$ cat src/u8d_pkg.sv
// Shared types, status codes and lead-byte tables for the UTF-8 stream decoder.
// No dependencies; every other source file imports this package.
package u8d_pkg;

  localparam int unsigned ByteW = 8;
  localparam int unsigned CpW   = 31;
  localparam int unsigned LenW  = 3;
  localparam int unsigned StW   = 3;
  localparam int unsigned ContW = 6;

  typedef enum logic [StW-1:0] {
    STATUS_OK       = 3'd0,
    STATUS_BAD_LEAD = 3'd1,
    STATUS_NO_CONT  = 3'd2,
    STATUS_TRUNC    = 3'd3,
    STATUS_OVERLONG = 3'd4
  } status_e;

  typedef struct packed {
    logic [ByteW-1:0] data_byte;
    logic             end_of_buffer;
  } in_item_t;

  typedef struct packed {
    logic [CpW-1:0]  char_value;
    logic [LenW-1:0] seq_length;
    status_e         status;
  } out_item_t;

  // Result of one decode step toward the output register.
  typedef struct packed {
    logic      valid;
    out_item_t item;
  } step_res_t;

  // Sequence length from a lead byte; zero marks a byte that cannot lead.
  function automatic logic [LenW-1:0] lead_length(input logic [ByteW-1:0] b);
    logic [LenW-1:0] len;
    case (b) inside
      [8'h00:8'h7F]: len = 3'd1;
      [8'hC0:8'hDF]: len = 3'd2;
      [8'hE0:8'hEF]: len = 3'd3;
      [8'hF0:8'hF7]: len = 3'd4;
      [8'hF8:8'hFB]: len = 3'd5;
      [8'hFC:8'hFD]: len = 3'd6;
      default:       len = 3'd0;
    endcase
    return len;
  endfunction

  // Payload bits carried by the lead byte of a sequence of the given length.
  function automatic logic [ByteW-1:0] lead_mask(input logic [LenW-1:0] len);
    logic [ByteW-1:0] m;
    case (len)
      3'd1:    m = 8'h7F;
      3'd2:    m = 8'h1F;
      3'd3:    m = 8'h0F;
      3'd4:    m = 8'h07;
      3'd5:    m = 8'h03;
      3'd6:    m = 8'h01;
      default: m = 8'h00;
    endcase
    return m;
  endfunction

  // Smallest value that a sequence of the given length may encode.
  function automatic logic [CpW-1:0] min_value(input logic [LenW-1:0] len);
    logic [CpW-1:0] v;
    case (len)
      3'd2:    v = 31'h0000_0080;
      3'd3:    v = 31'h0000_0800;
      3'd4:    v = 31'h0001_0000;
      3'd5:    v = 31'h0020_0000;
      3'd6:    v = 31'h0400_0000;
      default: v = 31'h0000_0000;
    endcase
    return v;
  endfunction

endpackage

$ cat src/u8d_in_reg.sv
// Input register stage: captures one byte item and holds it until the
// decode step consumes it. Depends on u8d_pkg.
module u8d_in_reg import u8d_pkg::*; (
  input  logic     clk_i,
  input  logic     rst_ni,
  input  logic     in_valid_i,
  input  in_item_t in_item_i,
  output logic     in_stall_o,
  input  logic     advance_i,
  output logic     valid_o,
  output in_item_t item_o
);

  logic     valid_q;
  in_item_t item_q;

  // Stall only while a held item cannot move on this cycle.
  assign in_stall_o = valid_q && !advance_i;

  always_ff @(posedge clk_i or negedge rst_ni) begin
    if (!rst_ni) begin
      valid_q <= 1'b0;
    end else if (!in_stall_o) begin
      valid_q <= in_valid_i;
    end
  end

  always_ff @(posedge clk_i) begin
    if (!in_stall_o && in_valid_i) begin
      item_q <= in_item_i;
    end
  end

  assign valid_o = valid_q;
  assign item_o  = item_q;

endmodule

$ cat src/u8d_step.sv
// Per-byte decode step: sequence state registers and the combinational
// next-state and result logic. Depends on u8d_pkg.
module u8d_step import u8d_pkg::*; (
  input  logic      clk_i,
  input  logic      rst_ni,
  input  logic      advance_i,
  input  in_item_t  item_i,
  output step_res_t res_o
);

  logic [LenW-1:0] br_q, br_d;
  logic [LenW-1:0] sz_q, sz_d;
  logic [CpW-1:0]  acc_q, acc_d;

  logic [ByteW-1:0] b;
  logic             last;
  logic [LenW-1:0]  len;
  logic [LenW-1:0]  br_m1;
  logic [LenW-1:0]  size;
  logic [CpW-1:0]   acc_sh;
  logic [ByteW-1:0] lead_bits;

  assign b         = item_i.data_byte;
  assign last      = item_i.end_of_buffer;
  assign len       = lead_length(b);
  assign lead_bits = b & lead_mask(len);
  assign br_m1     = br_q - 3'd1;
  assign size      = (sz_q > 3'd6) ? 3'd6 : sz_q;
  assign acc_sh    = {acc_q[CpW-ContW-1:0], b[ContW-1:0]};

  always_comb begin
    br_d  = br_q;
    sz_d  = sz_q;
    acc_d = acc_q;
    res_o = '0;
    res_o.item.status = STATUS_OK;

    if (br_q == 3'd0) begin
      if (len == 3'd0) begin
        res_o.valid       = 1'b1;
        res_o.item.status = STATUS_BAD_LEAD;
      end else if (len == 3'd1) begin
        res_o.valid           = 1'b1;
        res_o.item.char_value = {24'd0, b[6:0]};
        res_o.item.seq_length = 3'd1;
      end else if (last) begin
        res_o.valid       = 1'b1;
        res_o.item.status = STATUS_TRUNC;
      end else begin
        sz_d  = len;
        br_d  = len - 3'd1;
        acc_d = {23'd0, lead_bits};
      end
    end else if (last && (br_q > 3'd1)) begin
      res_o.valid       = 1'b1;
      res_o.item.status = STATUS_TRUNC;
    end else if (b[7:6] != 2'b10) begin
      res_o.valid       = 1'b1;
      res_o.item.status = STATUS_NO_CONT;
    end else if (br_m1 != 3'd0) begin
      br_d  = br_m1;
      acc_d = acc_sh;
    end else if (acc_sh < min_value(size)) begin
      res_o.valid       = 1'b1;
      res_o.item.status = STATUS_OVERLONG;
    end else begin
      res_o.valid           = 1'b1;
      res_o.item.char_value = acc_sh;
      res_o.item.seq_length = size;
    end

    // Any result ends the sequence: drop back to idle.
    if (res_o.valid) begin
      br_d  = 3'd0;
      sz_d  = 3'd0;
      acc_d = '0;
    end
  end

  always_ff @(posedge clk_i or negedge rst_ni) begin
    if (!rst_ni) begin
      br_q  <= 3'd0;
      sz_q  <= 3'd0;
      acc_q <= '0;
    end else if (advance_i) begin
      br_q  <= br_d;
      sz_q  <= sz_d;
      acc_q <= acc_d;
    end
  end

  a_busy_size: assert property (@(posedge clk_i) disable iff (!rst_ni)
    (br_q != 3'd0) |-> (sz_q >= 3'd2 && sz_q <= 3'd6 && br_q < sz_q))
    else $error("busy with an impossible sequence size");

  a_idle_clear: assert property (@(posedge clk_i) disable iff (!rst_ni)
    (br_q == 3'd0) |-> (sz_q == 3'd0))
    else $error("sequence size left over while idle");

  a_count_down: assert property (@(posedge clk_i) disable iff (!rst_ni)
    ($past(advance_i) && $past(br_q) != 3'd0 && br_q != 3'd0)
      |-> (br_q == $past(br_q) - 3'd1))
    else $error("remaining count did not step down by one");

endmodule

$ cat src/u8d_out_reg.sv
// Output register: holds one result item until the consumer takes it.
// Depends on u8d_pkg.
module u8d_out_reg import u8d_pkg::*; (
  input  logic      clk_i,
  input  logic      rst_ni,
  input  logic      load_i,
  input  out_item_t item_i,
  output logic      free_o,
  output logic      out_valid_o,
  input  logic      out_stall_i,
  output out_item_t out_item_o
);

  logic      valid_q;
  out_item_t item_q;

  // Free when empty or when the held item leaves this cycle.
  assign free_o = !valid_q || !out_stall_i;

  always_ff @(posedge clk_i or negedge rst_ni) begin
    if (!rst_ni) begin
      valid_q <= 1'b0;
    end else if (free_o) begin
      valid_q <= load_i;
    end
  end

  always_ff @(posedge clk_i) begin
    if (free_o && load_i) begin
      item_q <= item_i;
    end
  end

  assign out_valid_o = valid_q;
  assign out_item_o  = item_q;

endmodule

$ cat src/utf8_stream_decoder_core.sv
// Top level of the streaming UTF-8 decoder (original form, up to six bytes).
// Depends on u8d_pkg, u8d_in_reg, u8d_step and u8d_out_reg.
//
//   channel | direction | handshake             | payload
//   --------+-----------+-----------------------+---------------------------------
//   in      | input     | in_valid_i/in_stall_o | in_item_i: data_byte, end_of_buffer
//   out     | output    | out_valid_o/out_stall_i | out_item_o: char_value,
//           |           |                       |   seq_length, status
//
// One byte item is taken every cycle unless the input stalls; the byte that
// completes or breaks a sequence yields a result via the input register, then
// the result register. The decode step between them is a single shallow pass.
// Reset clears both valid flags and returns the sequence state to idle.
// A stalled output holds its item; the input stalls only when the held byte
// must wait for the output register to free up.
module utf8_stream_decoder_core import u8d_pkg::*; (
  input  logic      clk_i,
  input  logic      rst_ni,
  input  logic      in_valid_i,
  input  in_item_t  in_item_i,
  output logic      in_stall_o,
  output logic      out_valid_o,
  output out_item_t out_item_o,
  input  logic      out_stall_i
);

  logic      stage_valid;
  in_item_t  stage_item;
  logic      out_free;
  logic      advance;
  step_res_t res;

  // Advance the held byte only when its possible result has a place to go.
  assign advance = stage_valid && out_free;

  u8d_in_reg u_in_reg (
    .clk_i      (clk_i),
    .rst_ni     (rst_ni),
    .in_valid_i (in_valid_i),
    .in_item_i  (in_item_i),
    .in_stall_o (in_stall_o),
    .advance_i  (advance),
    .valid_o    (stage_valid),
    .item_o     (stage_item)
  );

  // Decode state lives here and moves only on advance.
  u8d_step u_step (
    .clk_i     (clk_i),
    .rst_ni    (rst_ni),
    .advance_i (advance),
    .item_i    (stage_item),
    .res_o     (res)
  );

  // Load a result only for bytes that end a sequence or raise an error.
  u8d_out_reg u_out_reg (
    .clk_i       (clk_i),
    .rst_ni      (rst_ni),
    .load_i      (advance && res.valid),
    .item_i      (res.item),
    .free_o      (out_free),
    .out_valid_o (out_valid_o),
    .out_stall_i (out_stall_i),
    .out_item_o  (out_item_o)
  );

  a_err_zero: assert property (@(posedge clk_i) disable iff (!rst_ni)
    (out_valid_o && out_item_o.status != STATUS_OK)
      |-> (out_item_o.char_value == '0 && out_item_o.seq_length == 3'd0))
    else $error("error result carries a value or length");

  a_ok_len: assert property (@(posedge clk_i) disable iff (!rst_ni)
    (out_valid_o && out_item_o.status == STATUS_OK)
      |-> (out_item_o.seq_length >= 3'd1 && out_item_o.seq_length <= 3'd6))
    else $error("ok result with impossible length");

  a_stall_held: assert property (@(posedge clk_i) disable iff (!rst_ni)
    in_stall_o |-> (stage_valid && out_valid_o && out_stall_i))
    else $error("input stalled without a blocked output");

endmodule
$ cat config.mk
export PLATFORM = sky130hd
export DESIGN_NAME = utf8_stream_decoder_core
export DESIGN_NICKNAME = d
export VERILOG_FILES = /design/src/u8d_pkg.sv /design/src/u8d_in_reg.sv /design/src/u8d_step.sv /design/src/u8d_out_reg.sv /design/src/utf8_stream_decoder_core.sv
export SDC_FILE = /design/constraint.sdc
export NUM_CORES = 1
export LEC_CHECK = 0
export CAP_MARGIN = 25
export CORE_MARGIN = 1.5
export CORE_UTILIZATION = 45
export CTS_BUF_LIST = sky130_fd_sc_hd__clkbuf_4 sky130_fd_sc_hd__clkbuf_8
export DETAILED_ROUTE_END_ITERATION = 12
export DONT_BUFFER_PORTS = 1
export GPL_ROUTABILITY_DRIVEN = 0
export SYNTH_ARGS = -nofsm -noshare
export SYNTH_HDL_FRONTEND = slang
export SYNTH_SLANG_ARGS = --single-unit
$ cat constraint.sdc
create_clock -name clk_i -period 4 [get_ports clk_i]
set_input_delay 0.2 -clock clk_i [delete_from_list [all_inputs] [get_ports clk_i]]
set_output_delay 0.2 -clock clk_i [all_outputs]
set_load 0.005 [all_outputs]
# After elaboration in Yosys (flattened, before gate mapping)
# Cells that the tools add are included.
# Widths: inputs -> output; s select.
# classes
addsub	2
mul	0
n_div	0
n_lt_le_gt_ge	15
eq_ne	20
shift	0
n_mux	52
bitwise_logic	1
reduce_logical	24
# ops
cell	count
$mux 25	8
$mux 34	4
$pmux 27 s5	1
$mux 31	4
$mux 38	2
$mux 3	25
$pmux 7 s6	1
$ge 8x8->1 const B	5
$le 8x8->1 const B	5
$lt 31x31->1	1
$eq 3x3->1 const B	6
$eq 3x2->1 const B	4
$logic_and 1x1->1	12
$mux 10	1
$ne 3x3->1 const B	3
$and 8x7->8	1
$ge 8x1->1 const B	1
$le 8x7->1 const B	1
$ne 2x2->1 const B	4
$reduce_and 7->1	1
$logic_not 3->1	2
$ne 3x2->1 const B	2
$reduce_bool 3->1	2
$sub 3x1->3 const B	2
other kinds (9)	16
# totals
reg_bits	79
latchBits	0
ramBits	0
romBits	0
input_bits	13
output_inout_bits	39
word_cells	124
memories	0

# Logic depth before layout (Yosys ltp)
# Gate-level depths: netlist of the first run.
# depth
ltp_word	16
ltp_mapped	9
mapped_depth_nobuf	9

# Modules after synthesis
# A second synthesis of the first run with hierarchy kept.
# hier_totals
cells_unflattened	319
hier_area_um2	3636.0
# by_module_without_submodules
module	instances	cells_per_inst	area_per_inst_um2	seq_area_each_um2
u8d_step	1	262	2137.0	775.7
u8d_out_reg	1	41	1158.6	1136.1
u8d_in_reg	1	14	327.8	295.3
utf8_stream_decoder_core	1	2	12.5	0.0

# Worst setup path before layout of the first run
# OpenSTA, ideal clock, no wires.
# synth_timing
path_type	reg-to-reg
startpoint	reg u_in_reg.item_q (netlist bit u_in_reg.item_o[3])
endpoint	reg u_out_reg.item_q (netlist bit u_out_reg.out_item_o[0]), enable pin
setup_ns	0.431
arrival_ns	3.115
t_required_ns	3.569
setup_slack_ns	0.453
path_stages_with_launch	9
n_path_buf	1
synth_period_minus_slack_ns	3.547
path_cell_list	edfxtp_1 nand2b_1 a31o_2 inv_1 ha_1 clkbuf_1 o32a_1 nor3_1 nor2_1
# synth_between
elab_chain_len	14
word_cells_on_any_way	31
cone_classes	12 x order compare; 1 x eq/ne; 9 x mux; 9 x reduce/logical
# synth_rtl
item	line_no	text
start, declared	u8d_in_reg.sv:15	in_item_t item_q;
start signal, assigned	u8d_in_reg.sv:30	item_q <= in_item_i;
$ge 8x8->1 (implied by the code) or $le 8x8->1 (tied branches)	u8d_step.sv:25	assign len = lead_length(b);
$logic_and 1x1->1 (implied by the code)	u8d_step.sv:25	
$mux 3 (5 in a row)	u8d_pkg.sv:39	case (b) inside
$mux 3 *	u8d_pkg.sv:39	
$eq 3x1->1	u8d_step.sv:42	end else if (len == 3'd1) begin
$mux 1	u8d_step.sv:42	
$mux 1 *	u8d_step.sv:39	if (len == 3'd0) begin
$mux 38 *	u8d_step.sv:38	if (br_q == 3'd0) begin
$logic_and 1x1->1 *	utf8_stream_decoder_core.sv:60	.load_i (advance && res.valid),
$logic_and 1x1->1 *	u8d_out_reg.sv:29	if (free_o && load_i) begin
end signal, assigned	u8d_out_reg.sv:30	item_q <= item_i;
end, declared	u8d_out_reg.sv:15	out_item_t item_q;
# Mark *: on every way between the ends. The rest lies on a longest branch, timed or not.
# A chain may end at the register's enable or synchronous reset.

# Final worst setup path of the first run
# layout_timing
startpoint	reg u_step.br_q[1]
endpoint	reg u_out_reg.item_q (netlist bit u_out_reg.out_item_o[7]), enable pin
# layout_between
elab_chain_len	8
word_cells_on_any_way	11
cone_classes	1 x add/sub; 1 x order compare; 4 x mux; 5 x reduce/logical
# layout_rtl
item	line_no	text
start, declared	u8d_step.sv:11	logic [LenW-1:0] br_q, br_d;
start signal, assigned	u8d_step.sv:86	br_q <= br_d;
$sub 3x1->3	u8d_step.sv:27	assign br_m1 = br_q - 3'd1;
$reduce_bool 3->1	u8d_step.sv:60	end else if (br_m1 != 3'd0) begin
$mux 38	u8d_step.sv:60	
$mux 1	u8d_step.sv:57	end else if (b[7:6] != 2'b10) begin
$mux 1	u8d_step.sv:54	end else if (last && (br_q > 3'd1)) begin
$mux 38 *	u8d_step.sv:38	
$logic_and 1x1->1 *	utf8_stream_decoder_core.sv:60	
$logic_and 1x1->1 *	u8d_out_reg.sv:29	
# Marks and branches as above.

==> results by group, run 1 <==
Floorplan
  – Starting Density: 46.1%
  – Die width: 91.7 um
  – I/O pin count: 52
  – Rows: 32
  – Core area: 7690 um2
  – Die H: 91.7 um
  – Die Area: 8410 um2

Yosys
  – Post-synth top area share: 39.0%
  – Asr flop ratio synth: 41.8%
  – Dominant cells by area after synthesis: edfxtp_1, dfrtp_1, nand2_1, and2_1, o21ai_0
  – Synth Warn #: 0
  – Mapped cell area: 3540 um2
  – Synth Instances: 309
  – Synth cell types: 42
  – Mean Syn Cell Area: 11.5 um2
  – Flops & latches, synth: 79
  – List of most frequent post-synthesis cells: nand2_1, edfxtp_1, dfrtp_1
  – Ys flop type: edfxtp_1
  – Sequential fraction of the synthesis area: 62.3%
  – Most frequent cell after synthesis: nand2_1
  – Post-synth EDFFs: 46
  – Area leader, netlist: edfxtp_1
  – Syn Nets: 334

Critical path
  – Critical Path End Type: register
  – Sum of buffers and inverters on the critical path: 3
  – Most frequent CP cell: buf_4
  – Critical-path top delay cell: dfrtp_1
  – Startpoint Class: register
  – Critical path's top delay family: simple AND/OR/NAND/NOR gates
  – CP cell instances: inv_1, ha_1, nor2b_1, a2111o_1, buf_4, nand2_1, nor2_4, buf_4
  – CP peak stage delay: 400 ps
  – WP data required: 4030 ps
  – Max Fanout on Critical Path: 25
  – WS Path Type: reg -> reg
  – WP data arrival: 2800 ps

Timing
  – Unrepaired setup endpoints after global routing: no
  – Setup violations, final: 0
  – Clock Skews: 5.44 ps
  – Slew Limit Fails: 0
  – Max_slew headroom: 58.8%
  – Worst slew pin tran: 617 ps
  – Final hold violations: 0
  – Max Fclk: 0.362 GHz
  – Fin Setup TNS: 0 ps
  – Post-route clock period utilization: 69.1%
  – Min cycle time layout: 2770 ps

Power
  – Leak Pwr: 1.57 nW
  – PwrDens: 583 nW/um2
  – Max IR drop VDD: 0.311 mV

CTS
  – Worst-path clk slew: 70 ps
  – Clock Sinks: 79
  – CTS tree: built
  – CTS resizes: 0
  – Setup Fix Bufs, Post-CTS: 0
  – Total CTS buffers: 9
  – Root Driver: clkbuf_8
  – H-tree level count: 3
  – CTS Buffer Depth: 2
  – Worst skew pair latency: 360 ps

Status
  – Status: complete, no violations

Placement
  – DP HPWL: 4700 um
  – PortBufs: 0

Drt
  – Drt wl/cell: 16.3 um
  – Post-DR vias/cell: 5.40
  – Initial DRT Pass Iterations: 4
  – Via Count: 2,333
  – DRC: 0
  – DRT antenna net count: 0
  – Final wirelength: 7060 um
  – Initial drt markers: 89

Layout
  – Filler cells: 683
  – N_diodes: 0
  – P&R area growth vs syn: 13.0%
  – Nets@finish: 350
  – Final core occ: 52.0%
  – Layout cells sized above 1: 7.27%

GRT
  – Vias in the first global route: 2,335
  – Initial antenna violation count: 0
  – Largest net degree at the start of global routing: 34
  – First-pass GRT wire length: 11,800 um
  – Overflow after GRT: 0
  – Tot GR Track Use: 18.9%

Hold path
  – Worst min path class: in -> reg

Job
  – Max Cap Violations: 0
routing by layer:
| layer | track usage, % | routed length, um | up-vias |
|---|---|---|---|
| li1 | - | - | 1125 |
| met1 | 23.7 | 3080 | 1131 |
| met4 | 10.6 | 191 | 0 |
| met5 | 0 | 0 | - |
| met2 | 29.4 | 3410 | 59 |
| met3 | 5.39 | 370 | 18 |
final timing paths:
path / startpoint / end / slack, ps / cells after the start
max reg2reg: u_step.br_q[1]$_DFFE_PN0P_ / u_out_reg.out_item_o[7]$_DFFE_PP_ / 1230 / 8
min reg2reg: u_step.acc_q[22]$_DFFE_PN0P_ / u_step.acc_q[22]$_DFFE_PN0P_ / 500 / 2
max: u_step.br_q[1]$_DFFE_PN0P_ / u_out_reg.out_item_o[7]$_DFFE_PP_ / 1230 / 8
min in group asynchronous: rst_ni / u_step.acc_q[1]$_DFFE_PN0P_ / 290 / 2
max in group asynchronous: rst_ni / u_step.br_q[0]$_DFFE_PN0P_ / 3540 / 2
min: out_stall_i / u_in_reg.valid_o$_DFFE_PN0N_ / 40 / 2
power breakdown:
part | internal (mW) | switching (mW)
Sequential | 1.06 | 0.111
Clock | 0.350 | 0.283
Combinational | 0.175 | 0.348
Total | 1.59 | 0.743
final cells by class:
type | instances | area (um2) | share of cell area, %
clock buffers | 10 | 131 | 3.28
inverters | 7 | 26.3 | 0.657
well taps | 102 | 128 | 3.19
clock inverters | 6 | 75.1 | 1.88
flip-flops and latches | 79 | 2210 | 55.2
repair buffers | 17 | 178 | 4.44
multi-input cells | 211 | 1250 | 31.4
cells in the final DEF, fill, tap and decap left out, types with 2 or more instances in the layout:
master          n
a211o_1         2
a21boi_0        2
a21oi_1         4
a22o_1          3
a31o_2          2
and2_1         28
buf_4           3
bufinv_16       2
clkbuf_8        9
clkinv_1        4
dfrtp_1        33
dlygate4sd3_1  12
edfxtp_1       46
ha_1           12
inv_1           7
nand2_1        62
nand2b_1        5
nand3_1         6
nand3b_1        2
nor2_1          8
nor3_1          8
o211ai_1        2
o21a_1          8
o21ai_0        31
o22ai_1         2
o31ai_1         2
or3_1           2
xnor2_1         2
logic make-up after synthesis:
group	after synthesis	share of synthesized area, %
simple gates	131	18.3
flops	79	62.3
compound gates	66	12.2
buf+inv	19	2.44
fa+ha+maj	12	4.24
xor+xnor	2	0.495
sequential cells by signal (all words and copies together), names as in the netlist:
signal	count
u_in_reg.valid_o	1
u_out_reg.out_valid_o	1
u_step.acc_q	25
u_in_reg.item_o	9
u_step.sz_q	3
u_step.br_q	3
u_out_reg.out_item_o	37
repair_timing:
| item | 4_1_cts | 5_1_grt |
|---|---|---|
| setup endpoints to repair | 0 | 0 |
| hold endpoints to repair | 44 | 0 |
| hold buffers | 13 | 0 |
through the flow:
stage	power [mW]	setup WS [ps]	area, um2	hold WS, ps	std cells
2_1_floorplan	1.54	453	3540	-95.6	309
3_3_place_gp	1.69	1280	3640	-94.3	402
3_5_place_dp	1.70	1220	3640	-94.2	402
4_1_cts	2.35	1220	3990	29.3	431
5_1_grt	2.47	1020	4000	52.1	432
6_report	2.33	1230	4000	37.4	432
No activity file was read; power rests on OpenSTA's default activity.
==> run 2: changes to the inputs <==
==> constraint.sdc (replaced) <==
create_clock -name clk_i -period 2.4 [get_ports clk_i]
set_input_delay 0.12 -clock clk_i [delete_from_list [all_inputs] [get_ports clk_i]]
set_output_delay 0.12 -clock clk_i [all_outputs]
set_load 0.005 [all_outputs]
==> run 2 against run 1 <==
Compared with the run above:
- power grew 81%
- worst setup slack lost 1300 ps
- the flow now finishes with violations (setup timing)
- via count grew 6.7%
- critical path depth shrank 1
- core utilization increased by 4.9 points
- first-iteration DRC count grew 42%
- largest cell class unchanged
- hold slack better by 180 ps
- global-route usage rose by 1.3 points
- final area grew 9.4%
==> results by group, run 2 (synthesized netlist as in run 1, its figures left out) <==
GRT
  – Vias in the first global route: 2,476 (+6.0%)
  – Tot GR Track Use: 20.2% (+1.3 points)
  – Overflow after GRT: 0 (unchanged)
  – First-pass GRT wire length: 12,600 um (+6.4%)
  – Largest net degree at the start of global routing: 34 (unchanged)
  – Initial antenna violation count: 0 (unchanged)

Timing
  – Unrepaired setup endpoints after global routing: yes
  – Clock Skews: 9.29 ps (+3.85 ps)
  – Max Fclk: 0.400 GHz (+11%)
  – Slew Limit Fails: 0 (unchanged)
  – Setup violations, final: 27 (+27)
  – Post-route clock period utilization: 104% (+35 points)
  – Fin Setup TNS: -1050 ps (-1050 ps)
  – Worst slew pin tran: 598 ps (-18.5 ps)
  – Min cycle time layout: 2500 ps (-263 ps)
  – Final hold violations: 0 (unchanged)
  – Max_slew headroom: 60.0% (+1.2 points)
  – Setup ws final: -103 ps (-1340 ps)

Critical path
  – CP peak stage delay: 420 ps (+20 ps)
  – CP cell instances: or3b_4, ha_4, a21o_1, o21a_1, a211o_4, o31a_4, a22o_1
  – WP data arrival: 2620 ps (-180 ps)
  – Sum of buffers and inverters on the critical path: 0 (-3)
  – Critical path's top delay family: compound AO/OA/AOI/OAI gates
  – Max Fanout on Critical Path: 7 (-72%)
  – Critical Path End Type: register
  – Startpoint Class: register
  – Critical-path top delay cell: or3b_4
  – WP data required: 2520 ps (-1510 ps)
  – WS Path Type: reg -> reg

Layout
  – P&R area growth vs syn: 23.5%
  – Filler cells: 667 (-2.3%)
  – Non-filler cells, final: 460 (+6.5%)
  – N_diodes: 0 (unchanged)
  – Max reg flops: 37 (unchanged)
  – Layout cells sized above 1: 19.8% (+13 points)
  – Most flops, register: u_out_reg.out_item_o
  – Nets@finish: 378 (+8.0%)
  – Most common library cell in the layout ignoring fill and taps: nand2_1
  – Most frequent cells in the layout: nand2_1, edfxtp_1, dfrtp_1
  – Design area: 4370 um2 (+9.4%)

Drt
  – Drt wl/cell: 16.9 um (+3.5%)
  – Final wirelength: 7780 um (+10%)
  – DRT antenna net count: 0 (unchanged)
  – Initial DRT Pass Iterations: 4 (unchanged)
  – Via Count: 2,489 (+6.7%)
  – Post-DR vias/cell: 5.41 (+0.19%)
  – Initial drt markers: 126 (+42%)
  – DRC: 0 (unchanged)

Job
  – Max Cap Violations: 0 (unchanged)

Hold path
  – Worst min path class: in -> async

Placement
  – Pre-CTS setup slack: -152 ps (-1370 ps)
  – PortBufs: 0 (unchanged)
  – DP HPWL: 4980 um (+6.0%)
  – Placed Cells: 422 (+5.0%)
  – Placed instance area: 3830 um2 (+5.4%)

Floorplan
  – Core area: 7690 um2 (unchanged)
  – Die Area: 8410 um2 (unchanged)
  – Die H: 91.7 um (unchanged)
  – Starting Density: 46.1% (unchanged)
  – Die width: 91.7 um (unchanged)
  – I/O pin count: 52 (unchanged)
  – Rows: 32 (unchanged)

Status
  – Status: finished with violations
  – Failing checks: setup timing

CTS
  – Root Driver: clkbuf_8
  – Worst skew pair latency: 360 ps (about the same)
  – Clock Sinks: 79 (unchanged)
  – CTS tree: built
  – CTS Buffer Depth: 2 (unchanged)
  – Worst-path clk slew: 80 ps (about the same)
  – H-tree level count: 3 (unchanged)
  – Total CTS buffers: 9 (unchanged)

Power
  – Total Power: 4.21 mW (+81%)
  – Max IR drop VDD: 0.558 mV (+79%)
  – Leak Pwr: 1.76 nW (+12%)
  – PwrDens: 962 nW/um2 (+65%)
run 2: per-layer routing:
layer / wire length (um) / GRT usage, %
met3: 271 / 4.48
met4: 250 / 10.4
met2: 3810 / 33.9
met5: 0 / 0
met1: 3460 / 24.5
run 2: final timing paths:
check | depth (start not counted) | end | start | slack [ps]
worst max-delay path | 7 | u_out_reg.out_item_o[12]$_DFFE_PP_ | u_step.sz_q[0]$_DFFE_PN0P_ | -100
worst min-delay path | 2 | u_step.acc_q[0]$_DFFE_PN0P_ | rst_ni | 210
worst max register to register | 7 | u_out_reg.out_item_o[12]$_DFFE_PP_ | u_step.sz_q[0]$_DFFE_PN0P_ | -100
worst min register to register | 2 | u_step.acc_q[22]$_DFFE_PN0P_ | u_step.acc_q[22]$_DFFE_PN0P_ | 500
max in group asynchronous | 2 | u_step.acc_q[3]$_DFFE_PN0P_ | rst_ni | 1980
min in group clk_i | 1 | u_in_reg.item_o[8]$_DFFE_PP_ | in_valid_i | 210
run 2: layout make-up:
cell class | count | area, um2 | area share (%)
flip-flops and latches | 79 | 2210 | 50.5
multi-input cells | 214 | 1380 | 31.6
repair buffers | 42 | 393 | 8.98
clock buffers | 10 | 131 | 3.00
well taps | 102 | 128 | 2.92
clock inverters | 6 | 108 | 2.46
inverters | 7 | 26.3 | 0.601
run 2: per-stage QoR:
stage,util (%),hold slack (ps)
floorplan,-,-176
global placement,49.9,-174
detailed placement,49.9,-174
CTS,56.1,208
global route,56.9,231
finish,56.9,214
run 2: what timing repair did:
item / in CTS / in global routing
gates resized for setup: 12 / 9
setup buffers: 1 / 4
hold buffers: 14 / 0
setup endpoints to repair: 26 / 42
gates cloned: 3 / 0
endpoints found under the hold margin: 44 / 0
pin swaps: 16 / 6
run 2: report_power, final:
| part | internal, mW | switching, mW |
|---|---|---|
| Clock | 0.701 | 0.485 |
| Sequential | 1.77 | 0.177 |
| Combinational | 0.431 | 0.644 |
